**src/hw/rtl/dvrt_pkg.sv**
```systemverilog
// shared types and constants for the distance-vector route table
// no dependencies; used by the cell, the controller, the top level and the testbench

package dvrt_pkg;

    localparam int MAX_ENTRIES_DEF = 32;

    typedef enum logic [1:0] {
        REQ_UPDATE = 2'd0,
        REQ_ADD    = 2'd1,
        REQ_LOOKUP = 2'd2,
        REQ_CLEAR  = 2'd3
    } req_kind_t;

    typedef enum logic [1:0] {
        ST_IDLE,
        ST_SCAN,
        ST_DONE
    } ctrl_state_t;

    // one stored route
    typedef struct packed {
        logic [7:0] dest;
        logic [7:0] next;
        logic [7:0] metric;
        logic [7:0] seq;
    } dvrt_ent_t;

    // request token walking down the row of cells
    typedef struct packed {
        logic       valid;
        req_kind_t  req;
        logic [7:0] dest;
        logic [7:0] via;
        logic [7:0] metric;
        logic [7:0] seq;
        logic       hit;
        logic       changed;
        logic [7:0] next_hop;
    } dvrt_tok_t;

endpackage

```
**src/hw/rtl/dvrt_if.sv**
```systemverilog
// request and response channel interfaces with valid/ready handshake
// depends on nothing; a beat moves when valid and ready are both high

interface dvrt_req_if;
    logic       valid;
    logic       ready;
    logic [1:0] req_type;
    logic [7:0] dest_node;
    logic [7:0] via_node;
    logic [7:0] adv_metric;
    logic [7:0] adv_seq;

    modport source (
        output valid, req_type, dest_node, via_node, adv_metric, adv_seq,
        input  ready
    );
    modport sink (
        input  valid, req_type, dest_node, via_node, adv_metric, adv_seq,
        output ready
    );
endinterface

interface dvrt_rsp_if;
    logic       valid;
    logic       ready;
    logic       changed;
    logic       found;
    logic [7:0] next_hop;
    logic       table_full;

    modport source (
        output valid, changed, found, next_hop, table_full,
        input  ready
    );
    modport sink (
        input  valid, changed, found, next_hop, table_full,
        output ready
    );
endinterface

```
**src/hw/rtl/dvrt_cell.sv**
```systemverilog
// one route cell: holds a single entry and passes the request token to its neighbor
// depends on dvrt_pkg

module dvrt_cell
(
    input  logic                clk,
    input  logic                rst_n,
    input  logic                live,
    input  dvrt_pkg::dvrt_tok_t tok_in,
    output dvrt_pkg::dvrt_tok_t tok_out,
    input  logic                wr_en,
    input  dvrt_pkg::dvrt_ent_t wr_ent
);

    dvrt_pkg::dvrt_ent_t ent_reg;
    dvrt_pkg::dvrt_ent_t ent_next;
    dvrt_pkg::dvrt_tok_t tok_reg;
    dvrt_pkg::dvrt_tok_t tok_next;
    logic                match;
    logic                better;

    always_comb
    begin
        tok_next = tok_in;
        ent_next = ent_reg;
        // only the first live match along the row takes the request
        match = tok_in.valid && !tok_in.hit && live && (ent_reg.dest == tok_in.dest) &&
                ((tok_in.req == dvrt_pkg::REQ_UPDATE) || (tok_in.req == dvrt_pkg::REQ_LOOKUP));
        better = (ent_reg.seq < tok_in.seq) ||
                 ((ent_reg.seq == tok_in.seq) && (ent_reg.metric > tok_in.metric));
        if (match)
        begin
            tok_next.hit = 1'b1;
            if (tok_in.req == dvrt_pkg::REQ_LOOKUP)
            begin
                tok_next.next_hop = ent_reg.next;
            end
            else if (better)
            begin
                ent_next.next    = tok_in.via;
                ent_next.metric  = tok_in.metric;
                ent_next.seq     = tok_in.seq;
                tok_next.changed = 1'b1;
            end
        end
        if (wr_en)
        begin
            ent_next = wr_ent;
        end
    end

    always_ff @(posedge clk or negedge rst_n)
    begin
        if (!rst_n)
        begin
            tok_reg <= '0;
        end
        else
        begin
            tok_reg <= tok_next;
        end
    end

    always_ff @(posedge clk)
    begin
        ent_reg <= ent_next;
    end

    assign tok_out = tok_reg;

endmodule

```
**src/hw/rtl/dvrt_ctrl.sv**
```systemverilog
// controller: takes request beats, launches tokens into the cell row,
// appends new routes, keeps the entry count and holds the response; depends on dvrt_pkg, dvrt_if

module dvrt_ctrl
#(
    parameter  int MAX_ENTRIES = dvrt_pkg::MAX_ENTRIES_DEF,
    localparam int CW          = $clog2(MAX_ENTRIES + 1)
)
(
    input  logic                   clk,
    input  logic                   rst_n,
    dvrt_req_if.sink               req,
    dvrt_rsp_if.source             rsp,
    output dvrt_pkg::dvrt_tok_t    launch_tok,
    input  dvrt_pkg::dvrt_tok_t    chain_tok,
    output logic [CW-1:0]          count,
    output logic [MAX_ENTRIES-1:0] wr_sel,
    output dvrt_pkg::dvrt_ent_t    wr_ent
);

    dvrt_pkg::ctrl_state_t state_reg;
    dvrt_pkg::ctrl_state_t state_next;
    logic [CW-1:0]         count_reg;
    logic [CW-1:0]         count_next;
    dvrt_pkg::dvrt_tok_t   launch_reg;
    dvrt_pkg::dvrt_tok_t   launch_next;
    logic                  changed_reg;
    logic                  found_reg;
    logic [7:0]            next_hop_reg;
    logic                  full_reg;
    logic                  in_ready;
    logic                  accept;
    logic                  room;
    logic                  need_append;
    logic                  do_append;
    logic [7:0]            hop;

    always_comb
    begin
        state_next = state_reg;
        in_ready   = 1'b0;
        rsp.valid  = 1'b0;
        case (state_reg)
            dvrt_pkg::ST_IDLE:
            begin
                in_ready = 1'b1;
                if (req.valid)
                begin
                    state_next = dvrt_pkg::ST_SCAN;
                end
            end
            dvrt_pkg::ST_SCAN:
            begin
                if (chain_tok.valid)
                begin
                    state_next = dvrt_pkg::ST_DONE;
                end
            end
            dvrt_pkg::ST_DONE:
            begin
                rsp.valid = 1'b1;
                in_ready  = rsp.ready;
                if (rsp.ready)
                begin
                    state_next = req.valid ? dvrt_pkg::ST_SCAN : dvrt_pkg::ST_IDLE;
                end
            end
            default:
            begin
                state_next = dvrt_pkg::ST_IDLE;
            end
        endcase
    end

    assign req.ready = in_ready;
    assign accept    = req.valid && in_ready;

    // saturating metric plus one for advertised entries
    assign hop = (req.adv_metric == 8'hFF) ? 8'hFF : (req.adv_metric + 8'd1);

    always_comb
    begin
        launch_next          = launch_reg;
        launch_next.valid    = accept;
        if (accept)
        begin
            launch_next.req      = dvrt_pkg::req_kind_t'(req.req_type);
            launch_next.dest     = req.dest_node;
            launch_next.via      = req.via_node;
            launch_next.metric   = (dvrt_pkg::req_kind_t'(req.req_type) == dvrt_pkg::REQ_UPDATE)
                                   ? hop : req.adv_metric;
            launch_next.seq      = req.adv_seq;
            launch_next.hit      = 1'b0;
            launch_next.changed  = 1'b0;
            launch_next.next_hop = 8'd0;
        end
    end

    assign room        = (count_reg < CW'(MAX_ENTRIES));
    assign need_append = chain_tok.valid &&
                         (((chain_tok.req == dvrt_pkg::REQ_UPDATE) && !chain_tok.hit) ||
                          (chain_tok.req == dvrt_pkg::REQ_ADD));
    assign do_append   = need_append && room;

    always_comb
    begin
        for (int i = 0; i < MAX_ENTRIES; i++)
        begin
            wr_sel[i] = do_append && (count_reg == CW'(i));
        end
    end

    assign wr_ent.dest   = chain_tok.dest;
    assign wr_ent.next   = chain_tok.via;
    assign wr_ent.metric = chain_tok.metric;
    assign wr_ent.seq    = chain_tok.seq;

    always_comb
    begin
        count_next = count_reg;
        if (chain_tok.valid && (chain_tok.req == dvrt_pkg::REQ_CLEAR))
        begin
            count_next = '0;
        end
        else if (do_append)
        begin
            count_next = count_reg + CW'(1);
        end
    end

    always_ff @(posedge clk or negedge rst_n)
    begin
        if (!rst_n)
        begin
            state_reg  <= dvrt_pkg::ST_IDLE;
            count_reg  <= '0;
            launch_reg <= '0;
        end
        else
        begin
            state_reg  <= state_next;
            count_reg  <= count_next;
            launch_reg <= launch_next;
        end
    end

    always_ff @(posedge clk)
    begin
        if (chain_tok.valid)
        begin
            changed_reg  <= chain_tok.changed || do_append;
            found_reg    <= (chain_tok.req == dvrt_pkg::REQ_LOOKUP) && chain_tok.hit;
            next_hop_reg <= chain_tok.next_hop;
            full_reg     <= need_append && !room;
        end
    end

    assign rsp.changed    = changed_reg;
    assign rsp.found      = found_reg;
    assign rsp.next_hop   = next_hop_reg;
    assign rsp.table_full = full_reg;
    assign launch_tok     = launch_reg;
    assign count          = count_reg;

`ifndef SYNTHESIS
    a_count_bound: assert property (@(posedge clk) disable iff (!rst_n)
        count_reg <= CW'(MAX_ENTRIES))
        else $error("entry count beyond table size");

    a_token_in_scan: assert property (@(posedge clk) disable iff (!rst_n)
        chain_tok.valid |-> (state_reg == dvrt_pkg::ST_SCAN))
        else $error("token left the row outside a scan");

    a_full_means_full: assert property (@(posedge clk) disable iff (!rst_n)
        (rsp.valid && rsp.table_full) |-> (count_reg == CW'(MAX_ENTRIES)))
        else $error("table_full reported with free entries");

    a_no_change_and_find: assert property (@(posedge clk) disable iff (!rst_n)
        rsp.valid |-> !(rsp.changed && (rsp.found || rsp.table_full)))
        else $error("conflicting response flags");

    a_append_grows: assert property (@(posedge clk) disable iff (!rst_n)
        do_append |=> (count_reg == $past(count_reg) + CW'(1)))
        else $error("append did not advance entry count");
`endif

endmodule

```
**src/hw/rtl/distance_vector_route_table.sv**
```systemverilog
// top level of the distance-vector route table: controller plus a row of route cells
// depends on dvrt_pkg, dvrt_if, dvrt_cell, dvrt_ctrl
//
// usage:
//   req carries one request beat (update, raw add, lookup, clear); rsp returns
//   exactly one response beat per request with changed, found, next_hop, table_full.
//   each stored route lives in its own cell; a request token steps one cell per
//   cycle down the row, so the first live match decides an update or a lookup.
//   a request is registered as the launch token, then passes the token register of
//   every cell in the row; the controller registers the response flags as the token
//   leaves the row. only one request is in flight at a time; a new request is
//   taken in the same cycle the pending response beat is taken.
//   reset: entry count returns to zero, no request is in flight and no response
//   is pending; stored routes are not cleared, only entries below the count are read.
//   a stalled receiver holds the response steady and blocks new requests.

module distance_vector_route_table
#(
    parameter  int MAX_ENTRIES = dvrt_pkg::MAX_ENTRIES_DEF,
    localparam int CW          = $clog2(MAX_ENTRIES + 1)
)
(
    input  logic       clk,
    input  logic       rst_n,
    dvrt_req_if.sink   req,
    dvrt_rsp_if.source rsp
);

    dvrt_pkg::dvrt_tok_t   tok_chain [MAX_ENTRIES+1];
    logic [CW-1:0]         count;
    logic [MAX_ENTRIES-1:0] wr_sel;
    dvrt_pkg::dvrt_ent_t   wr_ent;

    dvrt_ctrl #(
        .MAX_ENTRIES (MAX_ENTRIES)
    ) u_ctrl (
        .clk        (clk),
        .rst_n      (rst_n),
        .req        (req),
        .rsp        (rsp),
        .launch_tok (tok_chain[0]),
        .chain_tok  (tok_chain[MAX_ENTRIES]),
        .count      (count),
        .wr_sel     (wr_sel),
        .wr_ent     (wr_ent)
    );

    for (genvar i = 0; i < MAX_ENTRIES; i++)
    begin : g_cell
        logic live;

        assign live = (CW'(i) < count);

        dvrt_cell u_cell (
            .clk     (clk),
            .rst_n   (rst_n),
            .live    (live),
            .tok_in  (tok_chain[i]),
            .tok_out (tok_chain[i+1]),
            .wr_en   (wr_sel[i]),
            .wr_ent  (wr_ent)
        );
    end

endmodule

```
**src/flat_wrapper.sv**
```systemverilog
// flat-port wrapper written by rule: the top's interface ports become plain ports
module distance_vector_route_table_flat 
#(
    parameter  int MAX_ENTRIES = dvrt_pkg::MAX_ENTRIES_DEF,
    localparam int CW          = $clog2(MAX_ENTRIES + 1)
)
  (clk, rst_n, req_valid, req_req_type, req_dest_node, req_via_node, req_adv_metric, req_adv_seq, req_ready, rsp_valid, rsp_changed, rsp_found, rsp_next_hop, rsp_table_full, rsp_ready);
  dvrt_req_if req_i ();
  dvrt_rsp_if rsp_i ();
  input  logic clk;
  input  logic rst_n;
  input wire logic [$bits(req_i.valid)-1:0] req_valid;
  input wire logic [$bits(req_i.req_type)-1:0] req_req_type;
  input wire logic [$bits(req_i.dest_node)-1:0] req_dest_node;
  input wire logic [$bits(req_i.via_node)-1:0] req_via_node;
  input wire logic [$bits(req_i.adv_metric)-1:0] req_adv_metric;
  input wire logic [$bits(req_i.adv_seq)-1:0] req_adv_seq;
  output wire logic [$bits(req_i.ready)-1:0] req_ready;
  output wire logic [$bits(rsp_i.valid)-1:0] rsp_valid;
  output wire logic [$bits(rsp_i.changed)-1:0] rsp_changed;
  output wire logic [$bits(rsp_i.found)-1:0] rsp_found;
  output wire logic [$bits(rsp_i.next_hop)-1:0] rsp_next_hop;
  output wire logic [$bits(rsp_i.table_full)-1:0] rsp_table_full;
  input wire logic [$bits(rsp_i.ready)-1:0] rsp_ready;
  assign req_i.valid = req_valid;
  assign req_i.req_type = req_req_type;
  assign req_i.dest_node = req_dest_node;
  assign req_i.via_node = req_via_node;
  assign req_i.adv_metric = req_adv_metric;
  assign req_i.adv_seq = req_adv_seq;
  assign req_ready = req_i.ready;
  assign rsp_valid = rsp_i.valid;
  assign rsp_changed = rsp_i.changed;
  assign rsp_found = rsp_i.found;
  assign rsp_next_hop = rsp_i.next_hop;
  assign rsp_table_full = rsp_i.table_full;
  assign rsp_i.ready = rsp_ready;
  distance_vector_route_table #(.MAX_ENTRIES(MAX_ENTRIES)) u_core (.clk(clk), .rst_n(rst_n), .req(req_i), .rsp(rsp_i));
endmodule
```
**config.mk**
```make
export PLATFORM = sky130hd
export DESIGN_NAME = distance_vector_route_table_flat
export DESIGN_NICKNAME = d
export VERILOG_FILES = /design/src/hw/rtl/dvrt_pkg.sv /design/src/hw/rtl/dvrt_if.sv /design/src/hw/rtl/dvrt_cell.sv /design/src/hw/rtl/dvrt_ctrl.sv /design/src/hw/rtl/distance_vector_route_table.sv /design/src/flat_wrapper.sv
export SDC_FILE = /design/constraint.sdc
export NUM_CORES = 2
export LEC_CHECK = 0
export ABC_AREA = 1
export BUFFER_PORTS_ARGS = -buffer_cell sky130_fd_sc_hd__buf_2
export CAP_MARGIN = 40
export CORE_ASPECT_RATIO = 0.75
export CORE_UTILIZATION = 61
export DETAILED_ROUTE_END_ITERATION = 10
export GPL_TIMING_DRIVEN = 0
export PLACE_DENSITY = 0.83
export SLEW_MARGIN = 20
export SYNTH_ARGS = -nofsm -noshare
export SYNTH_HDL_FRONTEND = slang
export SYNTH_HIERARCHICAL = 1
export SYNTH_SLANG_ARGS = --single-unit
```
**constraint.sdc**
```tcl
create_clock -name clk -period 6.7 [get_ports clk]
set_input_delay 1.005 -clock clk [delete_from_list [all_inputs] [get_ports clk]]
set_output_delay 1.005 -clock clk [all_outputs]
set_load 0.03 [all_outputs]
```
==> metrics.log <==
INFO  metric library_cell_with_the_highest_instance_count_after_synthesis = nand2_1
INFO  metric clk_root_buffer_cell = clkbuf_16
INFO  metric seqPwrFrac = about half
INFO  metric intPower = between 20 and 30 mW
INFO  metric final-hold-violation-count = 0
INFO  metric antenna_violating_nets_post_route = 0
INFO  metric cts.reportedPaths.clkPinSlew = approximately 0.070 ns
INFO  metric slew_headroom = 32.2%
INFO  metric cell_count_of_the_worst_hold_path = 3
INFO  metric design.portCount = slightly above 50
INFO  metric synth_cells = slightly below 10000
INFO  metric cts-buffers-inserted = between 200 and 250
INFO  metric outcome = complete, no violations
INFO  metric wl = roughly 280000 um
INFO  metric synthDominantAreaCellType = dfrtp_1
INFO  metric grt_start_max_net_pins = roughly 140
INFO  metric commonest_cells_in_the_netlist = nand2_1 (3173), dfrtp_1 (1483), edfxtp_1 (1035)
INFO  metric drtPass1Iterations = 7
INFO  metric layout-drive-gt1-share = between 10% and 20%
INFO  metric dieArea = about 180000 um^2
INFO  metric crit_path_max_fanout = 16
INFO  metric initialDrtViolationCount = 9488
INFO  metric die_h = 365 um
INFO  metric drv_cap = 0
INFO  metric num_rows = ~130
INFO  metric postSynthRegisterBits = approximately 2500
INFO  metric crit_required = between 7 and 8 ns
INFO  metric grt_pass1_vias = roughly 73000
INFO  metric die_width = around 490 um
INFO  metric finalNonFillerCells = between 10000 and 15000
INFO  metric tightestPinTransition = 1.02 ns
INFO  metric clock_insertion_delay_worst_skew = ~0.88 ns
INFO  metric viasPerCell = 5.80
INFO  metric wire_length_of_the_first_global_routing_pass = 421000 um
INFO  metric setup_viol_count_final = 0
INFO  metric place.detailed.hpwl = about 180000 um
INFO  metric period_minus_slack = approximately 4.0 ns
INFO  metric reg2regPathDepth = 9
INFO  metric timing.hold.worst.class = in -> reg
INFO  metric critPathLaunchType = register
INFO  metric port_buffers = 50
INFO  metric synth_edf_count = approximately 1000
INFO  metric synth.top_cell.area_share = roughly a third
INFO  metric cts-htree-levels = 4
INFO  metric peakVddDrop = between 0.0002 and 0.00025 V
INFO  metric route.vias.total = 73400
INFO  metric p_sw_share = roughly 33%
INFO  metric grt-ovfl-total = 0
INFO  metric postSynthAreaPerCell = around 11 um^2
INFO  metric netlist_area = around 110000 um^2
INFO  metric cts_setup_buffers = 0
INFO  metric largest_reg_flops = approximately 1400
INFO  metric place_inst = 12200
INFO  metric synth-warning-count = 6
INFO  metric worst_ep_arrival_time = 4.56 ns
INFO  metric nFillCells = 11000
INFO  metric post_synth_num_cell_types = 38
INFO  metric final_core_util = just under 70%
INFO  metric detail_route.drc_violations = 0
INFO  metric maxClockFrequency = between 0.2 and 0.3 GHz
INFO  metric power.combinational.fraction = about 20%
INFO  metric finalNetCount = ~11000
INFO  metric slew_viols_final = 0
INFO  metric cts_resized = 0
INFO  metric layout_worst_path_cycle_share = just under 60%
INFO  metric tritoncts = yes
INFO  metric place_congestion = approximately 0.9
INFO  metric worstSetupPathType = reg -> reg
INFO  metric synth.yosys.seq_area_share = 63.7%
INFO  metric static-leakage-power = 55.5 nW
INFO  metric asyncSetResetFlopFracSynth = between 50% and 60%
INFO  metric fin_worst_skew = 0.0520 ns
INFO  metric netlist_top_cells_area = dfrtp_1 (35%), edfxtp_1 (29%), nand2_1 (11%)
INFO  metric wire_per_inst = 22.0 um
INFO  metric p_sw = around 15 mW
INFO  metric grt_use_total = between 30% and 40%
INFO  metric rsz0062_at_grt = false
INFO  metric core = approximately 170000 um^2
INFO  metric share_clk_of_total_power = between 20% and 30%
INFO  metric setup-tns-final = 0 ns
INFO  metric cp-end-kind = register
INFO  metric clock_sinks = between 2000 and 3000
INFO  metric synth_top_flop_cell = dfrtp_1
INFO  metric cts_buffer_depth = 3
INFO  metric power.density_cell_area = 370 nW/um^2
INFO  metric antenna_violations_before_repair = 14
INFO  metric flow.area_growth_from_synthesis = 11.6%
INFO  metric initial_core_util = about three fifths
[critical path, stage by stage (launching register included)]
cell	delay (ns)
dfrtp_2	0.90
nand3_4	0.23
nor2_4	0.35
nand2_4	0.16
buf_6	0.19
nor2_2	0.68
inv_1	0.16
clkbuf_1	0.31
nand2_1	0.46
buf_16	0.22
[power groups by stage]
stage          logic, mW  registers, mW  clock network (mW)
2_1_floorplan       5.75           20.7                   0
3_3_place_gp        7.77           22.0                   0
3_5_place_dp        8.34           22.1                   0
4_1_cts             8.57           21.9                13.2
5_1_grt             9.80           22.2                13.8
6_report            8.94           22.1                13.1
[per-layer routing]
metal | up-vias | track usage [%] | share of wire, %
li1 | 32400 | - | -
met2 | 4519 | 46.6 | 44
met3 | 813 | 9.18 | 13
met5 | - | 0.913 | 0.15
met1 | 35700 | 43.6 | 39
met4 | 25 | 14.0 | 4.5
[cells by family after synthesis]
kind of cell / share of synthesized area (%)
AO/OA/AOI/OAI: 4.25
XOR/XNOR: 1.71
adder cells (fa/ha/maj): 6.05
buffers and inverters: 5.27
flip-flops: 63.7
other: 0.00351
AND/OR/NAND/NOR: 19.0
[final timing paths]
check	startpoint	slack, ns	endpoint
max in group asynchronous	rst_n	3.21	u_core/g_cell[31].u_cell/tok_out[18]
min in group asynchronous	rst_n	0.62	u_core/u_ctrl/launch_tok[26]
worst max-delay path	u_core/g_cell[31].u_cell/tok_out[44]	2.71	u_core/g_cell[17].u_cell/ent_reg[9]
worst max register to register	u_core/g_cell[31].u_cell/tok_out[44]	2.71	u_core/g_cell[17].u_cell/ent_reg[9]
worst min register to register	u_core/g_cell[20].u_cell/tok_out[43]	0.34	u_core/g_cell[21].u_cell/tok_out[43]
worst min-delay path	req_dest_node[4]	0.32	u_core/u_ctrl/launch_tok[38]
[repair_timing]
| item | CTS | global route |
|---|---|---|
| hold endpoints to repair | 8 | 0 |
| setup endpoints to repair | 0 | 0 |
| hold buffers | 1 | 0 |
[per-stage QoR]
step / instance area, um^2 / hold slack [ns] / total power, mW / worst slack [ns]
5_1_grt: 119000 / 0.299 / 45.8 / 2.66
2_1_floorplan: 107000 / 0.354 / 26.5 / 3.79
4_1_cts: 119000 / 0.275 / 43.7 / 2.82
6_report: 119000 / 0.324 / 44.1 / 2.71
3_3_place_gp: 110000 / 0.356 / 29.8 / -26.22
3_5_place_dp: 111000 / 0.358 / 30.4 / 2.83
[layout by cell type (no fill, tap or decap), types with 148 or more instances in the layout]
master	instances
a21oi_1	198
clkbuf_1	148
clkbuf_16	229
dfrtp_1	1482
edfxtp_1	1035
ha_1	517
inv_1	1033
nand2_1	3173
nand4_1	292
nor2_1	386
o21ai_0	497
xnor2_1	149
[final cells by class]
type | count | area (um^2) | area share, %
plain buffers | 241 | 1390 | 1.16
well taps | 2278 | 2850 | 2.39
inverters | 1133 | 4250 | 3.56
diodes | 11 | 27.5 | 0.0231
flip-flops and latches | 2518 | 68200 | 57.1
multi-input cells | 5931 | 33200 | 27.8
clock inverters | 105 | 1150 | 0.960
repair buffers | 137 | 1890 | 1.58
clock buffers | 314 | 6400 | 5.36
No activity file was read; power rests on OpenSTA's default activity.
